$ cat config.mk
export PLATFORM = sky130hd
export DESIGN_NAME = annexb_nal_codec_keyframe_scanner
export DESIGN_NICKNAME = d
export VERILOG_FILES = /design/src/sv/nalkf_pkg.sv /design/src/sv/annexb_nal_codec_keyframe_scanner.sv /design/src/sv/nalkf_front.sv /design/src/sv/nalkf_queue.sv /design/src/sv/nalkf_back.sv
export VERILOG_INCLUDE_DIRS = /design/src /design/src/sv
export SDC_FILE = /design/constraint.sdc
export NUM_CORES = 1
export LEC_CHECK = 0
export ABC_AREA = 0
export BUFFER_PORTS_ARGS = -buffer_cell sky130_fd_sc_hd__buf_2
export CAP_MARGIN = 20
export CORE_MARGIN = 8
export CORE_UTILIZATION = 50
export DETAILED_ROUTE_END_ITERATION = 12
export GPL_TIMING_DRIVEN = 0
export PLACE_DENSITY = 0.84
export SYNTH_ARGS = -nofsm -noshare
export SYNTH_HDL_FRONTEND = slang
export SYNTH_HIERARCHICAL = 1
export SYNTH_SLANG_ARGS = --single-unit
$ cat constraint.sdc
create_clock -name i_clk -period 3.6 [get_ports i_clk]
set_clock_uncertainty 0.15 [all_clocks]
set_input_delay 0.36 -clock i_clk [delete_from_list [all_inputs] [get_ports i_clk]]
set_output_delay 0.36 -clock i_clk [all_outputs]
set_load 0.02 [all_outputs]
$ cat src/sv/annexb_nal_codec_keyframe_scanner_assert.svh
`ifndef ANNEXB_NAL_CODEC_KEYFRAME_SCANNER_ASSERT_SVH
`define ANNEXB_NAL_CODEC_KEYFRAME_SCANNER_ASSERT_SVH

// check cons in the same cycle as ante
`define NALKF_ASSERT_NOW(lbl, clk, rst_n, ante, cons, msg) \
    lbl: assert property (@(posedge clk) disable iff (!(rst_n)) (ante) |-> (cons)) \
        else $error(msg);

// check cons in the cycle after ante
`define NALKF_ASSERT_NEXT(lbl, clk, rst_n, ante, cons, msg) \
    lbl: assert property (@(posedge clk) disable iff (!(rst_n)) (ante) |=> (cons)) \
        else $error(msg);

`endif

$ cat src/sv/nalkf_pkg.sv
`timescale 1ns / 1ps
package nalkf_pkg;

    localparam int SCORE_BITS_DEF = 16;
    localparam int CFG_ADDR_W     = 3;

    localparam logic [CFG_ADDR_W-3:0] REG_KEYFRAME_CODEC = '0;

    localparam logic CODEC_AVC  = 1'b0;
    localparam logic CODEC_HEVC = 1'b1;

    localparam logic [1:0] VERDICT_NONE = 2'd0;
    localparam logic [1:0] VERDICT_AVC  = 2'd1;
    localparam logic [1:0] VERDICT_HEVC = 2'd2;

    localparam logic [1:0] KF_NONE  = 2'd0;
    localparam logic [1:0] KF_IDR   = 2'd1;
    localparam logic [1:0] KF_SHORT = 2'd2;

    localparam logic [1:0] INC_NONE = 2'd0;
    localparam logic [1:0] INC_ONE  = 2'd1;
    localparam logic [1:0] INC_PSET = 2'd3;

    localparam logic [2:0] SHORT_LIMIT  = 3'd4;
    localparam logic [1:0] ZERO_RUN_MAX = 2'd2;
    localparam logic [7:0] START_BYTE   = 8'h01;
    localparam logic [7:0] ZERO_BYTE    = 8'h00;

    localparam logic [4:0] AVC_T_SLICE = 5'd1;
    localparam logic [4:0] AVC_T_IDR   = 5'd5;
    localparam logic [4:0] AVC_T_SEI   = 5'd6;
    localparam logic [4:0] AVC_T_SPS   = 5'd7;
    localparam logic [4:0] AVC_T_PPS   = 5'd8;
    localparam logic [4:0] AVC_T_AUD   = 5'd9;

    localparam logic [5:0] HEVC_T_TRAIL_R = 6'd1;
    localparam logic [5:0] HEVC_T_IDR_W   = 6'd19;
    localparam logic [5:0] HEVC_T_IDR_N   = 6'd20;
    localparam logic [5:0] HEVC_T_VPS     = 6'd32;
    localparam logic [5:0] HEVC_T_SPS     = 6'd33;
    localparam logic [5:0] HEVC_T_PPS     = 6'd34;
    localparam logic [5:0] HEVC_T_AUD     = 6'd35;

    typedef struct packed {
        logic [7:0] data_byte;
        logic       last_byte;
    } t_in_item;

    typedef struct packed {
        logic [1:0] codec_verdict;
        logic [1:0] keyframe_status;
    } t_out_item;

    typedef struct packed {
        logic [1:0] avc_inc;
        logic [1:0] hevc_inc;
        logic       idr;
        logic       last;
    } t_cls;

endpackage

$ cat src/sv/annexb_nal_codec_keyframe_scanner.sv
`timescale 1ns / 1ps
// o_out_valid rises after the last byte passes the queue into the output register, if that is free.
// Throughput: one byte per cycle unless the queue is full or a last byte waits for a busy output.
// The input stays ready while a result waits, until the queue fills.
// Reset: synchronous, active low; clears parser state, scores, queue and keyframe_codec.
module annexb_nal_codec_keyframe_scanner #(
    parameter int SCORE_BITS = nalkf_pkg::SCORE_BITS_DEF
) (
    input  logic                                i_clk,
    input  logic                                i_rst_n,
    input  logic                                i_in_valid,
    output logic                                o_in_ready,
    input  nalkf_pkg::t_in_item                 i_in_item,
    output logic                                o_out_valid,
    input  logic                                i_out_ready,
    output nalkf_pkg::t_out_item                o_out_item,
    input  logic                                psel,
    input  logic                                penable,
    input  logic                                pwrite,
    input  logic [nalkf_pkg::CFG_ADDR_W-1:0]    paddr,
    input  logic [31:0]                         pwdata,
    output logic [31:0]                         prdata,
    output logic                                pready
);
    import nalkf_pkg::*;

    logic r_codec;
    logic w_sel_codec;
    logic w_q_ready;
    logic w_push;
    t_cls w_front_cls;
    logic w_q_valid;
    logic w_pop;
    t_cls w_q_cls;

    assign pready      = 1'b1;
    assign w_sel_codec = (paddr[CFG_ADDR_W-1:2] == REG_KEYFRAME_CODEC);
    assign prdata      = w_sel_codec ? {31'd0, r_codec} : 32'd0;

    always_ff @(posedge i_clk) begin
        if (!i_rst_n) begin
            r_codec <= CODEC_AVC;
        end else if (psel && penable && pwrite && pready && w_sel_codec) begin
            r_codec <= pwdata[0];
        end
    end

    nalkf_front u_front (
        .i_clk     (i_clk),
        .i_rst_n   (i_rst_n),
        .i_valid   (i_in_valid),
        .i_item    (i_in_item),
        .i_codec   (r_codec),
        .i_q_ready (w_q_ready),
        .o_ready   (o_in_ready),
        .o_push    (w_push),
        .o_cls     (w_front_cls)
    );

    nalkf_queue u_queue (
        .i_clk   (i_clk),
        .i_rst_n (i_rst_n),
        .i_push  (w_push),
        .i_cls   (w_front_cls),
        .o_ready (w_q_ready),
        .o_valid (w_q_valid),
        .i_pop   (w_pop),
        .o_cls   (w_q_cls)
    );

    nalkf_back #(
        .SCORE_BITS (SCORE_BITS)
    ) u_back (
        .i_clk   (i_clk),
        .i_rst_n (i_rst_n),
        .i_valid (w_q_valid),
        .i_cls   (w_q_cls),
        .o_pop   (w_pop),
        .o_valid (o_out_valid),
        .i_ready (i_out_ready),
        .o_item  (o_out_item)
    );

endmodule

$ cat src/sv/nalkf_front.sv
`timescale 1ns / 1ps
module nalkf_front (
    input  logic              i_clk,
    input  logic              i_rst_n,
    input  logic              i_valid,
    input  nalkf_pkg::t_in_item i_item,
    input  logic              i_codec,
    input  logic              i_q_ready,
    output logic              o_ready,
    output logic              o_push,
    output nalkf_pkg::t_cls   o_cls
);
    import nalkf_pkg::*;

    logic [1:0] r_zero_run;
    logic [1:0] n_zero_run;
    logic       r_hdr_exp;
    logic       n_hdr_exp;
    logic [4:0] w_t4;
    logic [5:0] w_t5;

    function automatic logic [1:0] f_avc_inc(logic [4:0] t);
        logic [1:0] inc;
        inc = INC_NONE;
        if (t == AVC_T_SPS || t == AVC_T_PPS) begin
            inc = INC_PSET;
        end else if (t == AVC_T_IDR || t == AVC_T_SLICE || t == AVC_T_AUD || t == AVC_T_SEI) begin
            inc = INC_ONE;
        end
        return inc;
    endfunction

    function automatic logic [1:0] f_hevc_inc(logic [5:0] t);
        logic [1:0] inc;
        inc = INC_NONE;
        if (t == HEVC_T_VPS || t == HEVC_T_SPS || t == HEVC_T_PPS) begin
            inc = INC_PSET;
        end else if (t == HEVC_T_IDR_W || t == HEVC_T_IDR_N || t == HEVC_T_TRAIL_R ||
                     t == HEVC_T_AUD) begin
            inc = INC_ONE;
        end
        return inc;
    endfunction

    assign o_ready = i_q_ready;
    assign o_push  = i_valid && i_q_ready;
    assign w_t4    = i_item.data_byte[4:0];
    assign w_t5    = i_item.data_byte[6:1];

    always_comb begin
        o_cls          = '0;
        o_cls.last     = i_item.last_byte;
        n_zero_run     = r_zero_run;
        n_hdr_exp      = r_hdr_exp;
        if (r_hdr_exp) begin
            o_cls.avc_inc  = f_avc_inc(w_t4);
            o_cls.hevc_inc = i_item.last_byte ? INC_NONE : f_hevc_inc(w_t5);
            if (i_codec == CODEC_AVC) begin
                o_cls.idr = (w_t4 == AVC_T_IDR);
            end else begin
                o_cls.idr = (w_t5 == HEVC_T_IDR_W) || (w_t5 == HEVC_T_IDR_N);
            end
            n_hdr_exp  = 1'b0;
            n_zero_run = 2'd0;
        end else if (i_item.data_byte == START_BYTE && r_zero_run >= ZERO_RUN_MAX) begin
            n_hdr_exp  = 1'b1;
            n_zero_run = 2'd0;
        end else if (i_item.data_byte == ZERO_BYTE) begin
            if (r_zero_run < ZERO_RUN_MAX) begin
                n_zero_run = r_zero_run + 2'd1;
            end
        end else begin
            n_zero_run = 2'd0;
        end
        if (i_item.last_byte) begin
            n_hdr_exp  = 1'b0;
            n_zero_run = 2'd0;
        end
    end

    always_ff @(posedge i_clk) begin
        if (!i_rst_n) begin
            r_zero_run <= 2'd0;
            r_hdr_exp  <= 1'b0;
        end else if (o_push) begin
            r_zero_run <= n_zero_run;
            r_hdr_exp  <= n_hdr_exp;
        end
    end

endmodule

$ cat src/sv/nalkf_queue.sv
`timescale 1ns / 1ps
`include "annexb_nal_codec_keyframe_scanner_assert.svh"
module nalkf_queue (
    input  logic            i_clk,
    input  logic            i_rst_n,
    input  logic            i_push,
    input  nalkf_pkg::t_cls i_cls,
    output logic            o_ready,
    output logic            o_valid,
    input  logic            i_pop,
    output nalkf_pkg::t_cls o_cls
);
    import nalkf_pkg::*;

    logic [1:0] r_cnt;
    logic [1:0] n_cnt;
    t_cls       r_head;
    t_cls       n_head;
    t_cls       r_tail;
    t_cls       n_tail;

    assign o_ready = (r_cnt != 2'd2);
    assign o_valid = (r_cnt != 2'd0);
    assign o_cls   = r_head;

    always_comb begin
        n_cnt  = r_cnt;
        n_head = r_head;
        n_tail = r_tail;
        case (r_cnt)
            2'd0: begin
                if (i_push) begin
                    n_head = i_cls;
                    n_cnt  = 2'd1;
                end
            end
            2'd1: begin
                if (i_push && i_pop) begin
                    n_head = i_cls;
                end else if (i_push) begin
                    n_tail = i_cls;
                    n_cnt  = 2'd2;
                end else if (i_pop) begin
                    n_cnt = 2'd0;
                end
            end
            2'd2: begin
                if (i_pop) begin
                    n_head = r_tail;
                    n_cnt  = 2'd1;
                end
            end
            default: begin
                n_cnt = 2'd0;
            end
        endcase
    end

    always_ff @(posedge i_clk) begin
        if (!i_rst_n) begin
            r_cnt <= 2'd0;
        end else begin
            r_cnt <= n_cnt;
        end
        r_head <= n_head;
        r_tail <= n_tail;
    end

    `NALKF_ASSERT_NOW(a_cnt_range, i_clk, i_rst_n, 1'b1, r_cnt != 2'd3, "queue count out of range")
    `NALKF_ASSERT_NOW(a_no_pop_empty, i_clk, i_rst_n, i_pop, r_cnt != 2'd0, "pop from empty queue")
    `NALKF_ASSERT_NEXT(a_full_hold, i_clk, i_rst_n, r_cnt == 2'd2 && !i_pop, r_cnt == 2'd2,
                       "full queue lost an entry")

endmodule

$ cat src/sv/nalkf_back.sv
`timescale 1ns / 1ps
`include "annexb_nal_codec_keyframe_scanner_assert.svh"
module nalkf_back #(
    parameter int SCORE_BITS = nalkf_pkg::SCORE_BITS_DEF
) (
    input  logic                 i_clk,
    input  logic                 i_rst_n,
    input  logic                 i_valid,
    input  nalkf_pkg::t_cls      i_cls,
    output logic                 o_pop,
    output logic                 o_valid,
    input  logic                 i_ready,
    output nalkf_pkg::t_out_item o_item
);
    import nalkf_pkg::*;

    logic [SCORE_BITS-1:0] r_avc;
    logic [SCORE_BITS-1:0] n_avc;
    logic [SCORE_BITS-1:0] r_hevc;
    logic [SCORE_BITS-1:0] n_hevc;
    logic                  r_idr;
    logic                  n_idr;
    logic [2:0]            r_short;
    logic [2:0]            n_short;
    logic                  r_out_valid;
    t_out_item             r_out;
    t_out_item             n_out;
    logic                  w_pop_last;

    function automatic logic [SCORE_BITS-1:0] f_sat_add(logic [SCORE_BITS-1:0] s,
                                                        logic [1:0] inc);
        logic [SCORE_BITS:0] sum;
        sum = {1'b0, s} + {{(SCORE_BITS-1){1'b0}}, inc};
        return sum[SCORE_BITS] ? {SCORE_BITS{1'b1}} : sum[SCORE_BITS-1:0];
    endfunction

    assign o_pop      = i_valid && (!i_cls.last || !r_out_valid || i_ready);
    assign w_pop_last = o_pop && i_cls.last;
    assign o_valid    = r_out_valid;
    assign o_item     = r_out;

    always_comb begin
        n_avc   = f_sat_add(r_avc, i_cls.avc_inc);
        n_hevc  = f_sat_add(r_hevc, i_cls.hevc_inc);
        n_idr   = r_idr || i_cls.idr;
        n_short = (r_short == SHORT_LIMIT) ? SHORT_LIMIT : r_short + 3'd1;
        if (n_short < SHORT_LIMIT) begin
            n_out.codec_verdict   = VERDICT_NONE;
            n_out.keyframe_status = KF_SHORT;
        end else begin
            if (n_avc == '0 && n_hevc == '0) begin
                n_out.codec_verdict = VERDICT_NONE;
            end else if (n_hevc > n_avc) begin
                n_out.codec_verdict = VERDICT_HEVC;
            end else begin
                n_out.codec_verdict = VERDICT_AVC;
            end
            n_out.keyframe_status = n_idr ? KF_IDR : KF_NONE;
        end
    end

    always_ff @(posedge i_clk) begin
        if (!i_rst_n) begin
            r_avc       <= '0;
            r_hevc      <= '0;
            r_idr       <= 1'b0;
            r_short     <= 3'd0;
            r_out_valid <= 1'b0;
        end else begin
            if (w_pop_last) begin
                r_avc       <= '0;
                r_hevc      <= '0;
                r_idr       <= 1'b0;
                r_short     <= 3'd0;
                r_out_valid <= 1'b1;
            end else begin
                if (o_pop) begin
                    r_avc   <= n_avc;
                    r_hevc  <= n_hevc;
                    r_idr   <= n_idr;
                    r_short <= n_short;
                end
                if (i_ready) begin
                    r_out_valid <= 1'b0;
                end
            end
        end
        if (w_pop_last) begin
            r_out <= n_out;
        end
    end

    `NALKF_ASSERT_NEXT(a_clear_after_last, i_clk, i_rst_n, w_pop_last,
                       r_avc == '0 && r_hevc == '0 && !r_idr && r_short == 3'd0,
                       "buffer state not cleared after last byte")
    `NALKF_ASSERT_NOW(a_short_verdict, i_clk, i_rst_n,
                      r_out_valid && r_out.keyframe_status == KF_SHORT,
                      r_out.codec_verdict == VERDICT_NONE, "short buffer gave a codec")
    `NALKF_ASSERT_NOW(a_short_range, i_clk, i_rst_n, 1'b1, r_short <= SHORT_LIMIT,
                      "byte count past limit")

endmodule

# == After elaboration in Yosys (flattened, before gate mapping) ==
# Index checks and enable logic that the tools add are counted.
# totals
regBits,59
output_inout_bits,39
wordCells,123
# op_classes
addsub,4
magnitude_cmp,4
eq_ne,24
mux,33
bitwise,3
reduce_logical,36
# ops
operator,n
$add A16 B2 Y17,2
$logic_not A16 Y1,2
$mux W16,2
$mux W2,14
$eq A6 B6 Y1 const B,4
$mux W6,3
$pmux W6 S3,1
$gt A16 B16 Y1,1
$eq A5 B3 Y1 const B,3
$eq A6 B5 Y1 const B,2
$logic_or A1 B1 Y1,12
$eq A5 B4 Y1 const B,2
$mux W1,10
$logic_and A1 B1 Y1,9
$eq A8 B1 Y1 const B,1
$logic_not A8 Y1,1
$reduce_and A4 Y1,2
$eq A6 B1 Y1 const B,1
$ne A2 B1 Y1 const B,3
$pmux W2 S3,1
$eq A5 B1 Y1 const B,1
$mux W5,1
$ne A5 B3 Y1 const B,1
$ne A2 B2 Y1 const B,2
18 further kinds,23

# == Longest topological paths before layout ==
# Gate-level depths: netlist of run 1.
# logic_depth
ltp_word,10
mapped_depth,15

# == Cells and area by module ==
# Netlist of run 1, hierarchy kept.
# modules_own_cells
module,n_inst,cells_per_inst,area_each_um2
nalkf_back,1,387,3045.4
nalkf_queue,1,34,583.1
nalkf_front,1,46,352.8
annexb_nal_codec_keyframe_scanner,1,40,315.3

# == Least setup slack after synthesis of run 1 ==
# OpenSTA, ideal clock, no wires.
# synth_path
path_kind,register -> register
from,reg u_queue.r_head (netlist bit u_queue/o_cls[4])
to,"reg u_back.r_out (netlist bit u_back/o_item[2]), data pin"
setup_ns,0.167
t_arrival_ns,3.492
required_ns,3.283
path_slack_ns,-0.209
stages_incl_launch_ff,16
n_path_buf,1
cell_sequence,edfxtp_1 > ha_1 > inv_1 > fa_1 > nand4b_1 > nor3_1 > and2_1 > clkbuf_1 > nor2_1 > ha_1 > a21o_1 > a21o_1 > a2111oi_0 > o221ai_1 > o211a_1 > a211oi_1
# synth_via
elab_chain_len,5
# synth_lines
item,line,rtl
"start, declared",nalkf_queue.sv:17,t_cls r_head;
"start signal, assigned",nalkf_queue.sv:65,r_head <= n_head;
$add A16 B2 Y17 *,nalkf_back.sv:33,"sum = {1'b0, s} + {{(SCORE_BITS-1){1'b0}}, inc};"
$mux W16 *,nalkf_back.sv:34,return sum[SCORE_BITS] ? {SCORE_BITS{1'b1}} : sum[SCORE_BITS-1:0];
"parallel branches: the longest is 3 deep, another holds $gt A16 B16 Y1",n/a,
"end signal, assigned",nalkf_back.sv:89,r_out <= n_out;
"end, declared",nalkf_back.sv:26,t_out_item r_out;
# Mark *: on every way between the ends.
# A chain may end at the register's enable or synchronous reset.

# == Worst setup path in the final report of run 1 ==
# Same ends and word-level chain as after synthesis.

==> results.py, run 1 <==
metrics = {
    "outcome": {
        "outcome": "finished with violations",
        "violations": "setup timing",
    },
    "worst_setup_path": {
        "cp_slowest_stage_delay_ps": 360,
        "critPathBufInv": 3,
        "crit_type": "reg2reg",
        "cp_max_fo": 4,
        "crit_family": "compound AO/OA/AOI/OAI gates",
        "critical_path.slowest_cell": "a2111oi_4",
        "endpoint_kind": "flop",
        "critPathArrivalTime_ps": 3640,
        "cp_cell_sequence": "ha_2 > inv_2 > fa_2 > nand4b_1 > buf_4 > nor3_4 > and2_4 > buf_6 > nor2_4 > ha_2 > a21o_1 > a21o_1 > a2111oi_4 > o221ai_2 > o211a_1 > a211oi_2",
        "critical_path.startpoint_type": "flop",
        "required_ps": 3610,
    },
    "clocking": {
        "root_buffer": "clkbuf_8",
        "cts.sinks": 59,
        "clock_latency_ps": 350,
        "htree_levels": 3,
        "cts_hold_buf": 0,
        "cts_made_buffers": 9,
        "clk_pin_slew_ps": 70,
        "cts_buffer_depth": 2,
        "tritoncts": "built",
    },
    "power": {
        "pwr-share-comb_pct": 28.9,
        "switching_share_pct": 32.3,
        "p_per_area_nw_per_um2": 381,
        "p_switching_w": 0.000655,
        "p_int_w": 0.00137,
        "p_seq_share_pct": 37.3,
        "leakage_nw": 2.27,
        "clkPwrFrac_pct": 33.8,
        "vdd_drop_max_v": 0.000327,
    },
    "drt": {
        "drc": 0,
        "firstDrtPassIters": 5,
        "drt_iter0_drc": 440,
        "detail-route-antenna-nets": 0,
        "vias": 4113,
        "via_per_inst": 5.81,
        "wl_um": 12000,
        "avgRoutedWirePerCell_um": 16.9,
    },
    "floorplan": {
        "die_area_um2": 11800,
        "io_pins": 90,
        "initial_utilization_pct": 50.5,
        "row_count": 34,
        "core_um2": 8510,
        "die_y_um": 109,
        "die_w_um": 109,
    },
    "logic_synthesis": {
        "synth-async-reset-ratio_pct": 0,
        "syn_area_per_cell_um2": 8.47,
        "synthesis.area_um2": 4300,
        "yosys.area.top_type_share_pct": 20.0,
        "synth.distinct_cells": 75,
        "synth_area_leaders": "dfxtp_1 (20%), edfxtp_1 (11%), ha_1 (6.7%)",
        "synthCells": 507,
        "yosys_most_used_dff": "dfxtp_1",
        "synth-seq-cells": 59,
        "synth_edf_count": 16,
        "seq_area_frac_synth_pct": 31.2,
        "synth_top_cell_by_area": "dfxtp_1",
        "ys_warn_count": 6,
    },
    "timing": {
        "setup_tns_ps": -37.6,
        "setup_ws_ps": -24.9,
        "period_needed_ps": 3620,
        "worstMarginPinSlew_ps": 964,
        "slew_viol_final": 0,
        "hold_viol": 0,
        "max_slew_margin_pct": 35.1,
        "finalSetupViolCount": 2,
        "fmax_mhz": 276,
        "hold_slack_ps": 108,
        "rsz0062_at_grt": "yes",
        "post-route-period-util_pct": 101,
    },
    "place": {
        "place_area_um2": 4660,
        "gp_congestion": 0.923,
        "dpl.hpwl_um": 8020,
        "dp_slack_ps": -627,
        "io_buffer_count": 21,
    },
    "finish": {
        "nets": 671,
        "stdcell_area_um2": 5320,
        "n_antenna_cell": 0,
        "drive_above_1_share_pct": 29.3,
        "area_growth_pct": 23.8,
        "fin_util_pct": 62.5,
    },
    "global_routing": {
        "grt_usage_pct": 18.9,
        "grt_first_pass_wirelength_um": 17800,
        "grt_antenna_before_repair": 0,
        "grt_max_degree": 13,
        "grt_pass1_vias": 3767,
        "overflow": 0,
    },
    "min_path": {
        "min_path_type": "in2reg",
    },
    "run": {
        "maxCapViolations": 0,
    },
}
## synthesized netlist by cell type, types with 3 or more instances
| library cell | n |
|---|---|
| nand3b_1 | 4 |
| xnor2_1 | 12 |
| buf_4 | 35 |
| or3_1 | 4 |
| buf_6 | 3 |
| edfxtp_1 | 16 |
| o21ai_0 | 5 |
| nor3_1 | 12 |
| o21a_1 | 3 |
| a31oi_1 | 4 |
| a21o_1 | 4 |
| buf_2 | 10 |
| mux2i_1 | 4 |
| a21oi_1 | 31 |
| o211ai_1 | 3 |
| nand3_1 | 14 |
| and3_1 | 7 |
| clkbuf_1 | 12 |
| ha_1 | 23 |
| mux2_2 | 3 |
| a211oi_1 | 14 |
| nand4b_1 | 4 |
| inv_1 | 19 |
| or2_2 | 3 |
| dfxtp_1 | 43 |
| nor4_1 | 9 |
| nor2b_1 | 6 |
| xor2_1 | 6 |
| mux2_4 | 7 |
| nand2b_1 | 8 |
| nand2_1 | 57 |
| nor2_1 | 56 |
| nand4_1 | 8 |
## power by group through the flow
stage | Combinational (W) | Sequential [W] | Clock (W)
global route | 0.000634 | 0.000761 | 0.000725
global placement | 0.000482 | 0.000765 | 0
detailed placement | 0.000495 | 0.000767 | 0
floorplan | 0.000381 | 0.000763 | 0
CTS | 0.000507 | 0.000753 | 0.000692
finish | 0.000585 | 0.000757 | 0.000686
## logic make-up after synthesis
| logic type | count (synthesis) | synth area share, % |
|---|---|---|
| multiplexers | 15 | 4.43 |
| adder cells (fa/ha/maj) | 25 | 7.63 |
| other | 2 | 0.175 |
| buffers and inverters | 81 | 10.9 |
| AND/OR/NAND/NOR | 213 | 26.8 |
| XOR/XNOR | 18 | 3.67 |
| AO/OA/AOI/OAI | 94 | 15.1 |
| flip-flops | 59 | 31.2 |
## flip-flops by register name, indices dropped and copies added (netlist names)
signal / cells
u_queue/r_cnt: 2
u_back/r_short: 3
u_front/r_zero_run: 2
u_back/o_item: 4
u_back/r_avc: 16
u_back/o_valid: 1
r_codec: 1
u_back/r_hevc: 16
u_queue/r_tail: 6
u_front/r_hdr_exp: 1
u_back/r_idr: 1
u_queue/o_cls: 6
## timing repair
action,in CTS,in global routing
pin swaps,8,29
setup endpoints to repair,2,2
gates resized for setup,22,35
setup buffers,9,18
## final timing paths
path	slack [ps]	to	depth (start not counted)	from
max	-20	u_back/o_item[2]$_SDFFCE_PP0P_	16	u_queue/o_cls[4]$_DFFE_PP_
min reg2reg	320	u_back/r_idr$_SDFFE_PP0P_	2	u_back/r_idr$_SDFFE_PP0P_
max reg2reg	-20	u_back/o_item[2]$_SDFFCE_PP0P_	16	u_queue/o_cls[4]$_DFFE_PP_
min	110	r_codec$_SDFFE_PN0P_	3	pwdata[0]
## cells in the final DEF, fill, tap and decap left out, types with 8 or more instances in the layout
master | synthesis | final
mux2_4 | 7 | 9
nand2_1 | 57 | 56
nand3_1 | 14 | 14
buf_4 | 35 | 59
a21oi_1 | 31 | 29
dfxtp_1 | 43 | 42
nand4_1 | 8 | 8
nor3_1 | 12 | 10
ha_1 | 23 | 15
xnor2_1 | 12 | 12
conb_1 | 2 | 32
a211oi_1 | 14 | 12
clkbuf_8 | 0 | 10
inv_1 | 19 | 16
buf_2 | 10 | 31
edfxtp_1 | 16 | 16
clkbuf_1 | 12 | 11
nand2b_1 | 8 | 8
nor2_1 | 56 | 49
## metal layers
layer	vias to the layer above	global-route usage, %	wire (µm)
met5	-	0	0
met4	0	9.09	435
met3	50	4.02	984
met2	233	32.3	5860
met1	1908	22.1	4710
li1	1922	-	-
## worst reg2reg max path, cell delays in order (launching register included)
cell and delay, ps:
edfxtp_1 340, ha_2 190, inv_2 40, fa_2 330
nand4b_1 250, buf_4 190, nor3_4 180, and2_4 230
buf_6 120, nor2_4 30, ha_2 170, a21o_1 150
a21o_1 190, a2111oi_4 360, o221ai_2 160, o211a_1 140
a211oi_2 220
## area by class of cell
cell class / count / area, µm²
plain buffers: 61 / 403
multi-input cells: 397 / 2830
well taps: 108 / 135
repair buffers: 48 / 319
inverters: 19 / 73.8
fillers: 698 / 3190
clock buffers: 11 / 141
clock inverters: 5 / 76.3
flip-flops and latches: 59 / 1340
## through the flow
| step | instances | power, W |
|---|---|---|
| after floorplan | 537 | 0.00114 |
| after global placement | 666 | 0.00125 |
| after detailed placement | 666 | 0.00126 |
| after CTS | 691 | 0.00195 |
| after global routing | 708 | 0.00212 |
| final | 708 | 0.00203 |
Note: power is estimated with default switching activity, not from simulation.
==> inputs of run 2 (changes only) <==
--- a/config.mk
+++ b/config.mk
@@ -13,6 +13,7 @@
 export CORE_UTILIZATION = 50
 export DETAILED_ROUTE_END_ITERATION = 12
 export GPL_TIMING_DRIVEN = 0
+export MAX_ROUTING_LAYER = met4
 export PLACE_DENSITY = 0.84
 export SYNTH_ARGS = -nofsm -noshare
 export SYNTH_HDL_FRONTEND = slang
==> results.py, run 2 (synthesis gave the netlist of run 1 again) <==
metrics = {
    "outcome": {
        "outcome": "finished with violations",
        "violations": "setup timing",
    },
    "global_routing": {
        "grt_first_pass_wirelength_um": 19500,
        "grt_usage_pct": 21.4,
        "grt.busiest_layer": "met2",
        "grt_pass1_vias": 3995,
        "grt_use_met2_pct": 36.8,
        "grt_antenna_before_repair": 0,
        "overflow": 0,
        "use_met1_pct": 24.2,
        "grt_max_degree": 13,
        "use_met3_pct": 3.84,
    },
    "timing": {
        "rsz0062_at_grt": "yes",
        "slew_viol_final": 0,
        "period_needed_ps": 3730,
        "setup_ws_ps": -127,
        "fmax_mhz": 268,
        "hold_viol": 0,
        "max_slew_margin_pct": 31.6,
        "worstMarginPinSlew_ps": 1020,
        "hold_slack_ps": 102,
        "post-route-period-util_pct": 104,
        "finalSetupViolCount": 2,
    },
    "worst_setup_path": {
        "crit_type": "reg2reg",
        "endpoint_kind": "flop",
        "crit_top_cell": "buf_4",
        "cp_slowest_stage_delay_ps": 370,
        "required_ps": 3600,
        "cp_cell_sequence": "ha_4 > inv_2 > fa_2 > nand4b_1 > buf_4 > nor3_4 > buf_4 > buf_4 > buf_4 > buf_4 > a21oi_1 > mux2_4 > ha_4 > nand4_1 > nor2_1 > nand3_1 > o211a_1 > a211oi_2",
        "critical_path.startpoint_type": "flop",
        "cp_max_fo": 3,
        "critical_path.slowest_cell": "edfxtp_1",
        "critPathArrivalTime_ps": 3720,
    },
    "clocking": {
        "cts_made_buffers": 9,
        "cts_buffer_depth": 2,
        "htree_levels": 3,
        "clock_latency_ps": 350,
        "cts_hold_buf": 0,
        "clk_pin_slew_ps": 70,
        "root_buffer": "clkbuf_8",
        "tritoncts": "built",
        "cts.sinks": 59,
    },
    "drt": {
        "avgRoutedWirePerCell_um": 17.0,
        "firstDrtPassIters": 5,
        "drt_iter0_drc": 312,
        "drc": 0,
        "via_per_inst": 5.69,
        "vias": 3992,
        "detail-route-antenna-nets": 0,
        "wl_um": 11900,
    },
    "place": {
        "dpl.hpwl_um": 8360,
        "dp_cells": 666,
        "gp_congestion": 0.943,
        "io_buffer_count": 21,
    },
    "finish": {
        "drive_above_1_share_pct": 27.8,
        "seqCellArea_um2": 1340,
        "instances_no_fill": 701,
        "area_growth_pct": 21.4,
        "multi_input_area_um2": 2790,
        "final_cell_mix": "nand2_1 (56), buf_4 (52), nor2_1 (51), dfxtp_1 (42), conb_1 (32)",
        "reg.largest.list": "u_back/r_avc (16), u_back/r_hevc (16)",
        "nFillCells": 735,
        "layout_commonest_cell": "nand2_1",
        "nets": 664,
        "n_antenna_cell": 0,
    },
    "floorplan": {
        "initial_utilization_pct": 50.5,
        "row_count": 34,
        "die_y_um": 109,
        "io_pins": 90,
        "core_um2": 8510,
        "die_area_um2": 11800,
        "die_w_um": 109,
    },
    "power": {
        "leakage_nw": 2.21,
        "p_per_area_nw_per_um2": 377,
        "vdd_drop_max_v": 0.000262,
    },
    "min_path": {
        "min_path_type": "in2reg",
    },
    "run": {
        "maxCapViolations": 0,
    },
}
[run 2: cell types whose count changed in the layout (fill, tap and decap cells not counted), sizes merged]
cell	change
buf	-8
clkbuf	+2
bufinv	-1
clkinv	-1
clkinvlp	+1
[run 2: where the power goes]
part	internal (W)	switching [W]	leakage [nW]
clock	0.000356	0.000282	0.0986
sequential	0.000725	0.0000304	0.497
combinational	0.000238	0.000336	1.62
[run 2: path summary, 6_finish.rpt]
kind	startpoint	endpoint	slack, ps	cells after the start
setup / recovery	u_queue/o_cls[4]$_DFFE_PP_	u_back/o_item[2]$_SDFFCE_PP0P_	-130	18
hold / removal	pwdata[0]	r_codec$_SDFFE_PN0P_	100	3
setup reg to reg	u_queue/o_cls[4]$_DFFE_PP_	u_back/o_item[2]$_SDFFCE_PP0P_	-130	18
hold reg to reg	u_back/r_idr$_SDFFE_PP0P_	u_back/r_idr$_SDFFE_PP0P_	340	2
[run 2: critical path, delay by kind of cell (launching register included)]
kind / cells / cell delay, ps
flip-flops: 1 / 370
AND/OR/NAND/NOR: 5 / 720
multiplexers: 1 / 320
buffers and inverters: 6 / 660
adder cells (fa/ha/maj): 3 / 790
AO/OA/AOI/OAI: 3 / 520
[run 2: area by class of cell]
| class | count | share of cell area, % |
|---|---|---|
| Timing Repair Buffer | 40 | 4.89 |
| Clock buffer | 12 | 2.97 |
| Sequential cell | 59 | 25.7 |
| Multi-Input combinational cell | 397 | 53.5 |
| Buffer | 62 | 7.94 |
| Clock inverter | 4 | 0.959 |
| Tap cell | 108 | 2.59 |
| Inverter | 19 | 1.37 |
[run 2: timing repair]
| item | in CTS | in global routing |
|---|---|---|
| endpoints found under the setup margin | 2 | 2 |
| pin swaps | 19 | 3 |
| setup buffers | 19 | 0 |
| resized for setup | 40 | 7 |
[run 2: through the flow]
step,TNS (ps),worst slack (ps),total power [W],area [µm²],utilization [%]
final,-206,-127,0.00197,5220,61.3
after global routing,-352,-181,0.00206,5220,61.3
after CTS,-2.35,-1.83,0.00195,5200,61.1
after detailed placement,-1400,-774,0.00126,4660,54.8
after global placement,-1290,-739,0.00125,4660,54.8
after floorplan,0,17.9,0.00114,4420,-
[run 2: layer usage]
metal / part of all wire, % / vias up
met5: 0 / -
met4: 1.8 / 0
met3: 5.8 / 27
met2: 51 / 146
met1: 41 / 1906
li1: - / 1913
